$ cat src/sv/dre_pkg.sv
// Shared types and constants for the delimited region extractor.
// No dependencies; imported by every module of the block.
`default_nettype none

package dre_pkg;

  localparam int unsigned MaxDelim = 8;
  localparam int unsigned LenW = 4;
  localparam int unsigned IdxW = 3;
  localparam int unsigned LineW = 32;
  localparam int unsigned CfgW = 64;
  localparam int unsigned CfgIdxW = 3;

  localparam logic [7:0] NewlineChar = 8'h0A;

  localparam logic [1:0] KindPlain = 2'd0;
  localparam logic [1:0] KindMsg = 2'd1;
  localparam logic [1:0] KindEnd = 2'd2;

  localparam logic [CfgIdxW-1:0] RegOpenLen = 3'd0;
  localparam logic [CfgIdxW-1:0] RegOpenBytes = 3'd1;
  localparam logic [CfgIdxW-1:0] RegCloseLen = 3'd2;
  localparam logic [CfgIdxW-1:0] RegCloseBytes = 3'd3;
  localparam logic [CfgIdxW-1:0] RegEmitPlain = 3'd4;

  typedef struct packed {
    logic [1:0]       kind;
    logic [7:0]       out_byte;
    logic [LineW-1:0] entry_line;
    logic             run_last;
  } result_t;

endpackage

`default_nettype wire

$ cat src/sv/dre_cmp.sv
// Shared byte select and compare unit of the delimited region extractor.
// Depends on dre_pkg.
`default_nettype none

module dre_cmp (
  input  wire logic [dre_pkg::CfgW-1:0] open_bytes_i,
  input  wire logic [dre_pkg::CfgW-1:0] close_bytes_i,
  input  wire logic                     sel_close_i,
  input  wire logic [dre_pkg::IdxW-1:0] idx_i,
  input  wire logic [7:0]               text_byte_i,
  output logic      [7:0]               sel_byte_o,
  output logic                          eq_o
);
  import dre_pkg::*;

  logic [CfgW-1:0] delim;

  assign delim = sel_close_i ? close_bytes_i : open_bytes_i;
  assign sel_byte_o = delim[{idx_i, 3'b000} +: 8];
  assign eq_o = (sel_byte_o == text_byte_i);

endmodule

`default_nettype wire

$ cat src/sv/dre_out_reg.sv
// Output register of the delimited region extractor: one result slot.
// Depends on dre_pkg.
`default_nettype none

module dre_out_reg (
  input  wire logic             clk_i,
  input  wire logic             rst_ni,
  input  wire logic             push_i,
  input  wire dre_pkg::result_t res_i,
  output logic                  free_o,
  output logic                  valid_o,
  input  wire logic             ready_i,
  output dre_pkg::result_t      res_o
);
  import dre_pkg::*;

  logic    valid_q;
  result_t res_q;

  // The slot can take a new result when empty or when it drains this cycle.
  assign free_o = !valid_q || ready_i;
  assign valid_o = valid_q;
  assign res_o = res_q;

  always_ff @(posedge clk_i or negedge rst_ni) begin
    if (!rst_ni) begin
      valid_q <= 1'b0;
    end else if (free_o) begin
      valid_q <= push_i;
    end
  end

  always_ff @(posedge clk_i) begin
    if (push_i && free_o) begin
      res_q <= res_i;
    end
  end

endmodule

`default_nettype wire

$ cat src/sv/delimited_region_extractor.sv
// Top level of the delimited region extractor: configuration registers,
// sequencer, and the shared compare unit and output register.
// Depends on dre_pkg, dre_cmp and dre_out_reg.
//
// Usage: text bytes enter one per transaction on the text channel
// (text_valid_i / text_ready_o). Each byte yields zero to eight results on
// the output channel (out_valid_o / out_ready_i); run_last_o marks the final
// result caused by a byte. Bytes outside a region come out as plain bytes,
// bytes inside as message bytes, and a completed closing delimiter gives an
// end-of-entry result carrying the newline count taken when the region
// opened. Configuration is written through cfg_we_i / cfg_idx_i / cfg_wdata_i
// while the block is idle; writes take effect at once.
//
// Timing: the block takes one byte, then works on it alone. A single
// byte-compare unit is visited once per cycle by the sequencer unless a
// stalled receiver holds it, so a byte costs one evaluation, plus one
// replay step per replayed delimiter byte after a broken partial match. A
// completed opening delimiter adds an evaluation; a completed closing
// delimiter adds one, and one more when a plain byte follows its end of entry.
// The first result appears in the output register in the cycle after it is
// produced. A stalled receiver holds the sequencer whenever it has a result
// to hand over; the byte in progress waits. Reset clears the sequencer, the
// match state, the newline count and the configuration to its defaults.
`default_nettype none

module delimited_region_extractor (
  input  wire logic                        clk_i,
  input  wire logic                        rst_ni,
  input  wire logic                        cfg_we_i,
  input  wire logic [dre_pkg::CfgIdxW-1:0] cfg_idx_i,
  input  wire logic [dre_pkg::CfgW-1:0]    cfg_wdata_i,
  input  wire logic                        text_valid_i,
  output logic                             text_ready_o,
  input  wire logic [7:0]                  text_byte_i,
  output logic                             out_valid_o,
  input  wire logic                        out_ready_i,
  output logic      [1:0]                  kind_o,
  output logic      [7:0]                  out_byte_o,
  output logic      [dre_pkg::LineW-1:0]   entry_line_o,
  output logic                             run_last_o
);
  import dre_pkg::*;

  typedef enum logic [1:0] {
    S_IDLE,
    S_EVAL,
    S_REPLAY
  } state_e;

  typedef enum logic [1:0] {
    PH_NORM  = 2'd0,
    PH_OPEN  = 2'd1,
    PH_MSG   = 2'd2,
    PH_CLOSE = 2'd3
  } phase_e;

  // A length of zero behaves as one, and anything above the maximum as the
  // maximum.
  function automatic logic [LenW-1:0] eff_len(input logic [LenW-1:0] len);
    logic [LenW-1:0] r;
    r = len;
    if (len == '0) begin
      r = LenW'(1);
    end else if (len > LenW'(MaxDelim)) begin
      r = LenW'(MaxDelim);
    end
    return r;
  endfunction

  // Configuration registers.
  logic [LenW-1:0] open_len_q;
  logic [CfgW-1:0] open_bytes_q;
  logic [LenW-1:0] close_len_q;
  logic [CfgW-1:0] close_bytes_q;
  logic            emit_plain_q;

  always_ff @(posedge clk_i or negedge rst_ni) begin
    if (!rst_ni) begin
      open_len_q    <= LenW'(1);
      open_bytes_q  <= '0;
      close_len_q   <= LenW'(1);
      close_bytes_q <= '0;
      emit_plain_q  <= 1'b1;
    end else if (cfg_we_i) begin
      unique case (cfg_idx_i)
        RegOpenLen:    open_len_q    <= cfg_wdata_i[LenW-1:0];
        RegOpenBytes:  open_bytes_q  <= cfg_wdata_i;
        RegCloseLen:   close_len_q   <= cfg_wdata_i[LenW-1:0];
        RegCloseBytes: close_bytes_q <= cfg_wdata_i;
        RegEmitPlain:  emit_plain_q  <= cfg_wdata_i[0];
        default:       ;
      endcase
    end
  end

  // Sequencer state.
  state_e           state_q, state_d;
  phase_e           phase_q, phase_d;
  logic [LenW-1:0]  mpos_q, mpos_d;
  logic [IdxW-1:0]  rep_i_q, rep_i_d;
  logic [IdxW-1:0]  rep_k_q, rep_k_d;
  logic             silent_q, silent_d;
  logic             end_pend_q, end_pend_d;
  logic [7:0]       b_q, b_d;
  logic [LineW-1:0] nl_q, nl_d;
  logic [LineW-1:0] rline_q, rline_d;

  logic            push;
  result_t         res;
  result_t         res_out;
  logic            slot_free;
  logic [IdxW-1:0] cmp_idx;
  logic [7:0]      cmp_byte;
  logic            cmp_eq;
  logic            rep_end;
  logic            rep_silent;

  // Delimiter choice follows the phase: opening for the two outside phases,
  // closing for the two inside ones. Outside a partial match the position
  // is zero, so the position indexes the delimiter in evaluation.
  assign cmp_idx = (state_q == S_REPLAY) ? rep_i_q : mpos_q[IdxW-1:0];

  dre_cmp u_cmp (
    .open_bytes_i  (open_bytes_q),
    .close_bytes_i (close_bytes_q),
    .sel_close_i   (phase_q[1]),
    .idx_i         (cmp_idx),
    .text_byte_i   (b_q),
    .sel_byte_o    (cmp_byte),
    .eq_o          (cmp_eq)
  );

  // During the first replay cycle the unit compares the held byte with the
  // first delimiter byte; a match means the byte re-examined after the
  // replay gives no result, so the last replayed byte closes the run.
  assign rep_end = (rep_i_q == IdxW'(rep_k_q - IdxW'(1)));
  assign rep_silent = (rep_i_q == '0) ? cmp_eq : silent_q;

  assign text_ready_o = (state_q == S_IDLE);

  always_comb begin
    state_d    = state_q;
    phase_d    = phase_q;
    mpos_d     = mpos_q;
    rep_i_d    = rep_i_q;
    rep_k_d    = rep_k_q;
    silent_d   = silent_q;
    end_pend_d = end_pend_q;
    b_d        = b_q;
    nl_d       = nl_q;
    rline_d    = rline_q;
    push       = 1'b0;
    res        = '0;

    unique case (state_q)
      S_IDLE: begin
        if (text_valid_i) begin
          b_d     = text_byte_i;
          nl_d    = (text_byte_i == NewlineChar) ? LineW'(nl_q + LineW'(1)) : nl_q;
          state_d = S_EVAL;
        end
      end

      S_EVAL: begin
        unique case (phase_q)
          PH_NORM: begin
            if (end_pend_q) begin
              // The end-of-entry result is last unless a plain byte follows.
              res.kind       = KindEnd;
              res.entry_line = rline_q;
              res.run_last   = cmp_eq || !emit_plain_q;
              if (slot_free) begin
                push       = 1'b1;
                end_pend_d = 1'b0;
                if (cmp_eq) begin
                  phase_d = PH_OPEN;
                  mpos_d  = LenW'(1);
                  state_d = S_IDLE;
                end else if (!emit_plain_q) begin
                  state_d = S_IDLE;
                end
              end
            end else if (cmp_eq) begin
              phase_d = PH_OPEN;
              mpos_d  = LenW'(1);
              state_d = S_IDLE;
            end else if (emit_plain_q) begin
              res.kind     = KindPlain;
              res.out_byte = b_q;
              res.run_last = 1'b1;
              if (slot_free) begin
                push    = 1'b1;
                state_d = S_IDLE;
              end
            end else begin
              state_d = S_IDLE;
            end
          end

          PH_OPEN: begin
            if (mpos_q >= eff_len(open_len_q)) begin
              phase_d = PH_MSG;
              mpos_d  = '0;
              rline_d = nl_q;
            end else if (!cmp_eq) begin
              phase_d = PH_NORM;
              mpos_d  = '0;
              if (emit_plain_q) begin
                rep_k_d = mpos_q[IdxW-1:0];
                rep_i_d = '0;
                state_d = S_REPLAY;
              end else begin
                state_d = S_IDLE;
              end
            end else begin
              mpos_d  = LenW'(mpos_q + LenW'(1));
              state_d = S_IDLE;
            end
          end

          PH_MSG: begin
            if (cmp_eq) begin
              phase_d = PH_CLOSE;
              mpos_d  = LenW'(1);
              state_d = S_IDLE;
            end else begin
              res.kind       = KindMsg;
              res.out_byte   = b_q;
              res.entry_line = rline_q;
              res.run_last   = 1'b1;
              if (slot_free) begin
                push    = 1'b1;
                state_d = S_IDLE;
              end
            end
          end

          PH_CLOSE: begin
            if (mpos_q >= eff_len(close_len_q)) begin
              phase_d    = PH_NORM;
              mpos_d     = '0;
              end_pend_d = 1'b1;
            end else if (!cmp_eq) begin
              phase_d = PH_MSG;
              mpos_d  = '0;
              rep_k_d = mpos_q[IdxW-1:0];
              rep_i_d = '0;
              state_d = S_REPLAY;
            end else begin
              mpos_d  = LenW'(mpos_q + LenW'(1));
              state_d = S_IDLE;
            end
          end

          default: begin
            state_d = S_IDLE;
          end
        endcase
      end

      S_REPLAY: begin
        res.out_byte = cmp_byte;
        res.run_last = rep_end && rep_silent;
        if (phase_q == PH_NORM) begin
          res.kind = KindPlain;
        end else begin
          res.kind       = KindMsg;
          res.entry_line = rline_q;
        end
        if (slot_free) begin
          push = 1'b1;
          if (rep_i_q == '0) begin
            silent_d = cmp_eq;
          end
          if (rep_end) begin
            state_d = S_EVAL;
          end else begin
            rep_i_d = IdxW'(rep_i_q + IdxW'(1));
          end
        end
      end

      default: begin
        state_d = S_IDLE;
      end
    endcase
  end

  always_ff @(posedge clk_i or negedge rst_ni) begin
    if (!rst_ni) begin
      state_q    <= S_IDLE;
      phase_q    <= PH_NORM;
      mpos_q     <= '0;
      rep_i_q    <= '0;
      rep_k_q    <= '0;
      silent_q   <= 1'b0;
      end_pend_q <= 1'b0;
      b_q        <= '0;
      nl_q       <= '0;
      rline_q    <= '0;
    end else begin
      state_q    <= state_d;
      phase_q    <= phase_d;
      mpos_q     <= mpos_d;
      rep_i_q    <= rep_i_d;
      rep_k_q    <= rep_k_d;
      silent_q   <= silent_d;
      end_pend_q <= end_pend_d;
      b_q        <= b_d;
      nl_q       <= nl_d;
      rline_q    <= rline_d;
    end
  end

  dre_out_reg u_out (
    .clk_i   (clk_i),
    .rst_ni  (rst_ni),
    .push_i  (push),
    .res_i   (res),
    .free_o  (slot_free),
    .valid_o (out_valid_o),
    .ready_i (out_ready_i),
    .res_o   (res_out)
  );

  assign kind_o       = res_out.kind;
  assign out_byte_o   = res_out.out_byte;
  assign entry_line_o = res_out.entry_line;
  assign run_last_o   = res_out.run_last;

`ifndef NO_ASSERTIONS
  // A result is only handed over when the output slot can take it.
  assert property (@(posedge clk_i) disable iff (!rst_ni) push |-> slot_free)
    else $error("result pushed into a full output slot");

  // A replay always covers at least one byte and stays within its count.
  assert property (@(posedge clk_i) disable iff (!rst_ni)
    (state_q == S_REPLAY) |-> (rep_k_q != '0) && (rep_i_q < rep_k_q))
    else $error("replay counter out of range");

  // The match position never runs past the longest delimiter.
  assert property (@(posedge clk_i) disable iff (!rst_ni)
    mpos_q <= LenW'(MaxDelim))
    else $error("match position beyond maximum delimiter length");

  // A pending end of entry only exists while evaluating outside a region.
  assert property (@(posedge clk_i) disable iff (!rst_ni)
    end_pend_q |-> (phase_q == PH_NORM) && (state_q == S_EVAL))
    else $error("end of entry pending outside evaluation");
`endif

endmodule

`default_nettype wire

$ cat config.mk
export PLATFORM = sky130hd
export DESIGN_NAME = delimited_region_extractor
export DESIGN_NICKNAME = d
export VERILOG_FILES = /design/src/sv/dre_pkg.sv /design/src/sv/dre_cmp.sv /design/src/sv/dre_out_reg.sv /design/src/sv/delimited_region_extractor.sv
export SDC_FILE = /design/constraint.sdc
export NUM_CORES = 1
export LEC_CHECK = 0
export ABC_AREA = 1
export BUFFER_PORTS_ARGS = -buffer_cell sky130_fd_sc_hd__buf_2
export CAP_MARGIN = 20
export CORE_MARGIN = 2
export CORE_UTILIZATION = 45
export DETAILED_ROUTE_END_ITERATION = 8
export PLACE_DENSITY = 0.73
export SYNTH_ARGS = -nofsm -noshare
export SYNTH_HDL_FRONTEND = slang
export SYNTH_SLANG_ARGS = --single-unit
$ cat constraint.sdc
create_clock -name clk_i -period 4.4 [get_ports clk_i]
set_clock_uncertainty 0.05 [all_clocks]
set_input_delay 0.44 -clock clk_i [delete_from_list [all_inputs] [get_ports clk_i]]
set_output_delay 0.44 -clock clk_i [all_outputs]
set_load 0.01 [all_outputs]
==> summary.md <==
The flow ran to the end, and the final reports show no timing, DRC or antenna violations. Worst hold-check path type: primary input to flip-flop. Counting the buffers created by CTS gives 28. The area used by sequential logic in the layout came out at 6950 µm². The share of the synthesized area in the top cell type works out to 0.431. The run gives 0.65 ns as the internal reg-to-reg setup slack. The number of iterations in the first detailed-routing pass is 5, and the chip width is 174 µm. The logs give 7.57 nW for the leakage component of the power and 0.201 for the overall global routing resource usage. The tools report the remaining number of nets flagged by the antenna check after routing as 0. Summing all multi-input logic gate instances after layout gives 4860 µm².

The average via count per standard cell is 4.92, and the final critical path time including I/O delays and setup is 3.75 ns. Along the worst hold path, the cell count comes to 3. Launching element type of the critical path: a flip-flop. The clock passes through at most 3 buffers. The post-detailed-routing wire length is 30000 µm, and the count of cell types in the netlist is 41.

STA puts the critical path data arrival time at 3.98 ns. The synthesized net count was 1682. The worst setup path is captured at a flip-flop. Counting the fill cells in the layout gives 2656. The number of clock sinks seen by CTS was 269. Number of antenna violations at the first check in global routing: 0.

TritonCTS built the clock tree. The logs give 0.454 for the starting density of the core and 62 for the number of placement rows. The period utilization is 0.851, and the number of buffers inserted for hold repair after clock tree synthesis is 1. Setup repair after global routing left no endpoint under its margin. The tools report the post-route DRC violation count as 0. The die is 174 µm tall.

The worst slew margin relative to its limit is 0.418, and the number of warnings printed during yosys synthesis is 0. The tools report the portion of the post-synthesis area used by sequential elements as 0.537. After synthesis the netlist holds a flip-flop and latch count of 269. The detailed placement HPWL was 20700 µm. The cell area that synthesis handed to floorplanning was 12900 µm². The share of layout cells above drive strength 1 is 0.129, and the number of setup buffers added after CTS is 0. For this run, the leading register cell type out of synthesis is dfrtp_1.

The most instantiated library cell after synthesis is nand2_1. The worst hold path begins at cfg_wdata_i[47]. For this block, the initial DRC count from the detailed router was 826.

VDD sags by at most 0.322 mV. The maximum fanout along the worst path came out at 32. The number of top-level design ports was 125; the count of mapped cells out of synthesis was 1580.

The number of nets in the layout came out at 1789. The run gives 0.521 as the final core area utilization. In the final routed layout, each cell accounts on average for 14.3 µm. Entering global routing, the biggest net connects 118 pins.

Summing all non-filler instances in the final layout gives an area of 14800 µm². Derived from the worst setup path, the maximum achievable clock frequency is 267 MHz. After global routing the overflow that remains totals 0.

The number of pins exceeding their max-slew limit in the final report is 0. Once placement finished, the instance area stood at 13900 µm². Summing over every cut layer, the via total after detailed routing is 10305.

The clock-pin slew on the worst setup and hold paths came out at 0.06 ns. For this design the ratio of total power to cell area is 555 nW/µm². In this run the standard cell core region covers 28500 µm². The logs give 0 for the number of max-cap violations and 4.63 ns for the data required time at the worst endpoint. The async set-or-reset flop fraction in the synthesized netlist is 0.840, and the number of antenna repair diodes is 0. The via count of the first global-routing pass is 9748, and the mean post-synth cell area is 8.19 µm². Summed over all failing endpoints, the final setup total negative slack is 0 ns.

Sorting the synthesized cells by area gives the leading types as dfrtp_1 (43%), nand2_1 (12%), edfxtp_1 (10%). The die covers 30100 µm². The critical path is of the flip-flop to flip-flop type. In this run the clock root is driven by a clkbuf_16.

For the final-report hold violation count, the log shows 0. The tools report the first-pass GRT wire length as 49700 µm. The end point of the worst hold path was open_bytes_q[47].

The latest clock arrival within the worst-skew pair is 0.55 ns. The global placer's final weighted congestion is 0.913, and the slew at the pin with the worst max-slew slack is 0.874 ns. Input and output buffers added on the ports amount to 124.

Count of H-tree levels built during CTS: 1. Relative to the synthesized area, the layout overhead comes to 14.6%. The number of gates resized after CTS was 0.

The worst register-to-register path begins at state_q[0]. Number of cells on the worst reg-to-reg path: 18. The cell taking the most area after synthesis is dfrtp_1. The number of failing setup endpoints in the final timing report was 0. The reg-to-reg endpoint is u_out.res_o[29]. In the synthesized netlist, the cells that appear most often are nand2_1 (428), dfrtp_1 (223), inv_1 (220). Counting flops with a built-in enable in the synthesized netlist gives 43.
-- cell families after synthesis --
family	count (synthesis)	share of synthesized area
simple gates	700	0.222
buf+inv	289	0.0887
flops	269	0.537
compound gates	264	0.107
xor+xnor	36	0.0244
fa+ha+maj	22	0.0213
-- sequential cells by signal (all words and copies together), names as in the netlist, 2 cells and up --
signal         flops
rline_q           32
state_q            2
nl_q              32
rep_i_q            3
close_len_q        4
mpos_q             4
rep_k_q            3
phase_q            2
close_bytes_q     64
open_len_q         4
open_bytes_q      64
b_q                8
u_out.res_o       43
-- worst max-delay path by stage --
stage	start	endpoint	slack [ns]	depth (start not counted)
floorplan	state_q[0]	u_out.res_o[0]	0.91	22
global placement	state_q[0]	u_out.res_o[23]	0.84	22
detailed placement	state_q[0]	u_out.res_o[29]	0.75	18
CTS	state_q[0]	u_out.res_o[29]	0.71	18
global route	state_q[0]	u_out.res_o[24]	0.31	21
finish	state_q[0]	u_out.res_o[29]	0.65	18
-- report_power, final --
part           switching (W)  internal, W  leakage, nW
Sequential          0.000277      0.00308         3.20
Combinational        0.00172     0.000867         3.92
Clock               0.000969      0.00132        0.446
Total                0.00297      0.00526         7.57
-- cells in the final DEF, fill, tap and decap left out, drive strengths merged, types with 2 or more instances in the layout --
master and n:
nand2 431, o21ai 226, dfrtp 223, inv 223
nor2 152, buf 140, nand3 66, edfxtp 43
clkbuf 36, xor2 31, a21oi 27, ha 22
nor3 16, clkinv 16, nand4 15, or2 12
xnor2 5, nor4 4, o211ai 3, o22ai 3
dfstp 3, a211oi 2, nand3b 2, bufinv 2
-- final cells by class --
| cell class | count | share of cell area |
|---|---|---|
| Tap cell | 384 | 0.0324 |
| Clock inverter | 16 | 0.00954 |
| Multi-Input combinational cell | 1022 | 0.328 |
| Sequential cell | 269 | 0.469 |
| Timing Repair Buffer | 141 | 0.0538 |
| Clock buffer | 36 | 0.0506 |
| Inverter | 225 | 0.0570 |
-- worst max-delay path, cell delays in order, from the launching register on --
cell,delay (ns)
dfrtp_1,0.41
inv_1,0.11
ha_1,0.31
buf_4,0.22
o21ai_4,0.41
inv_2,0.22
nand2_1,0.12
nand3_1,0.11
nand2_1,0.12
nand2_1,0.06
nand2_1,0.07
nand2_1,0.09
nor2_2,0.17
nand2_2,0.19
nand2_2,0.18
a21oi_2,0.07
o21ai_2,0.11
buf_4,0.31
nor2_1,0.11
-- per-layer routing --
metal / vias up / wire, µm / track usage
li1: 5179 / - / -
met1: 4823 / 14500 / 0.294
met2: 261 / 13400 / 0.313
met3: 42 / 1520 / 0.0342
met4: 0 / 562 / 0.0508
met5: - / 0 / 0
-- stage by stage --
stage          worst slack [ns]  total power, W  std cells  hold WS, ns
2_1_floorplan             0.911         0.00518       1580       0.0944
3_3_place_gp              0.845         0.00591       2040        0.409
3_5_place_dp              0.754         0.00597       2040        0.419
4_1_cts                   0.714         0.00828       2093       0.0870
5_1_grt                   0.310         0.00883       2093        0.106
6_report                  0.653         0.00823       2093        0.103
Note: power is estimated with default switching activity, not from simulation.
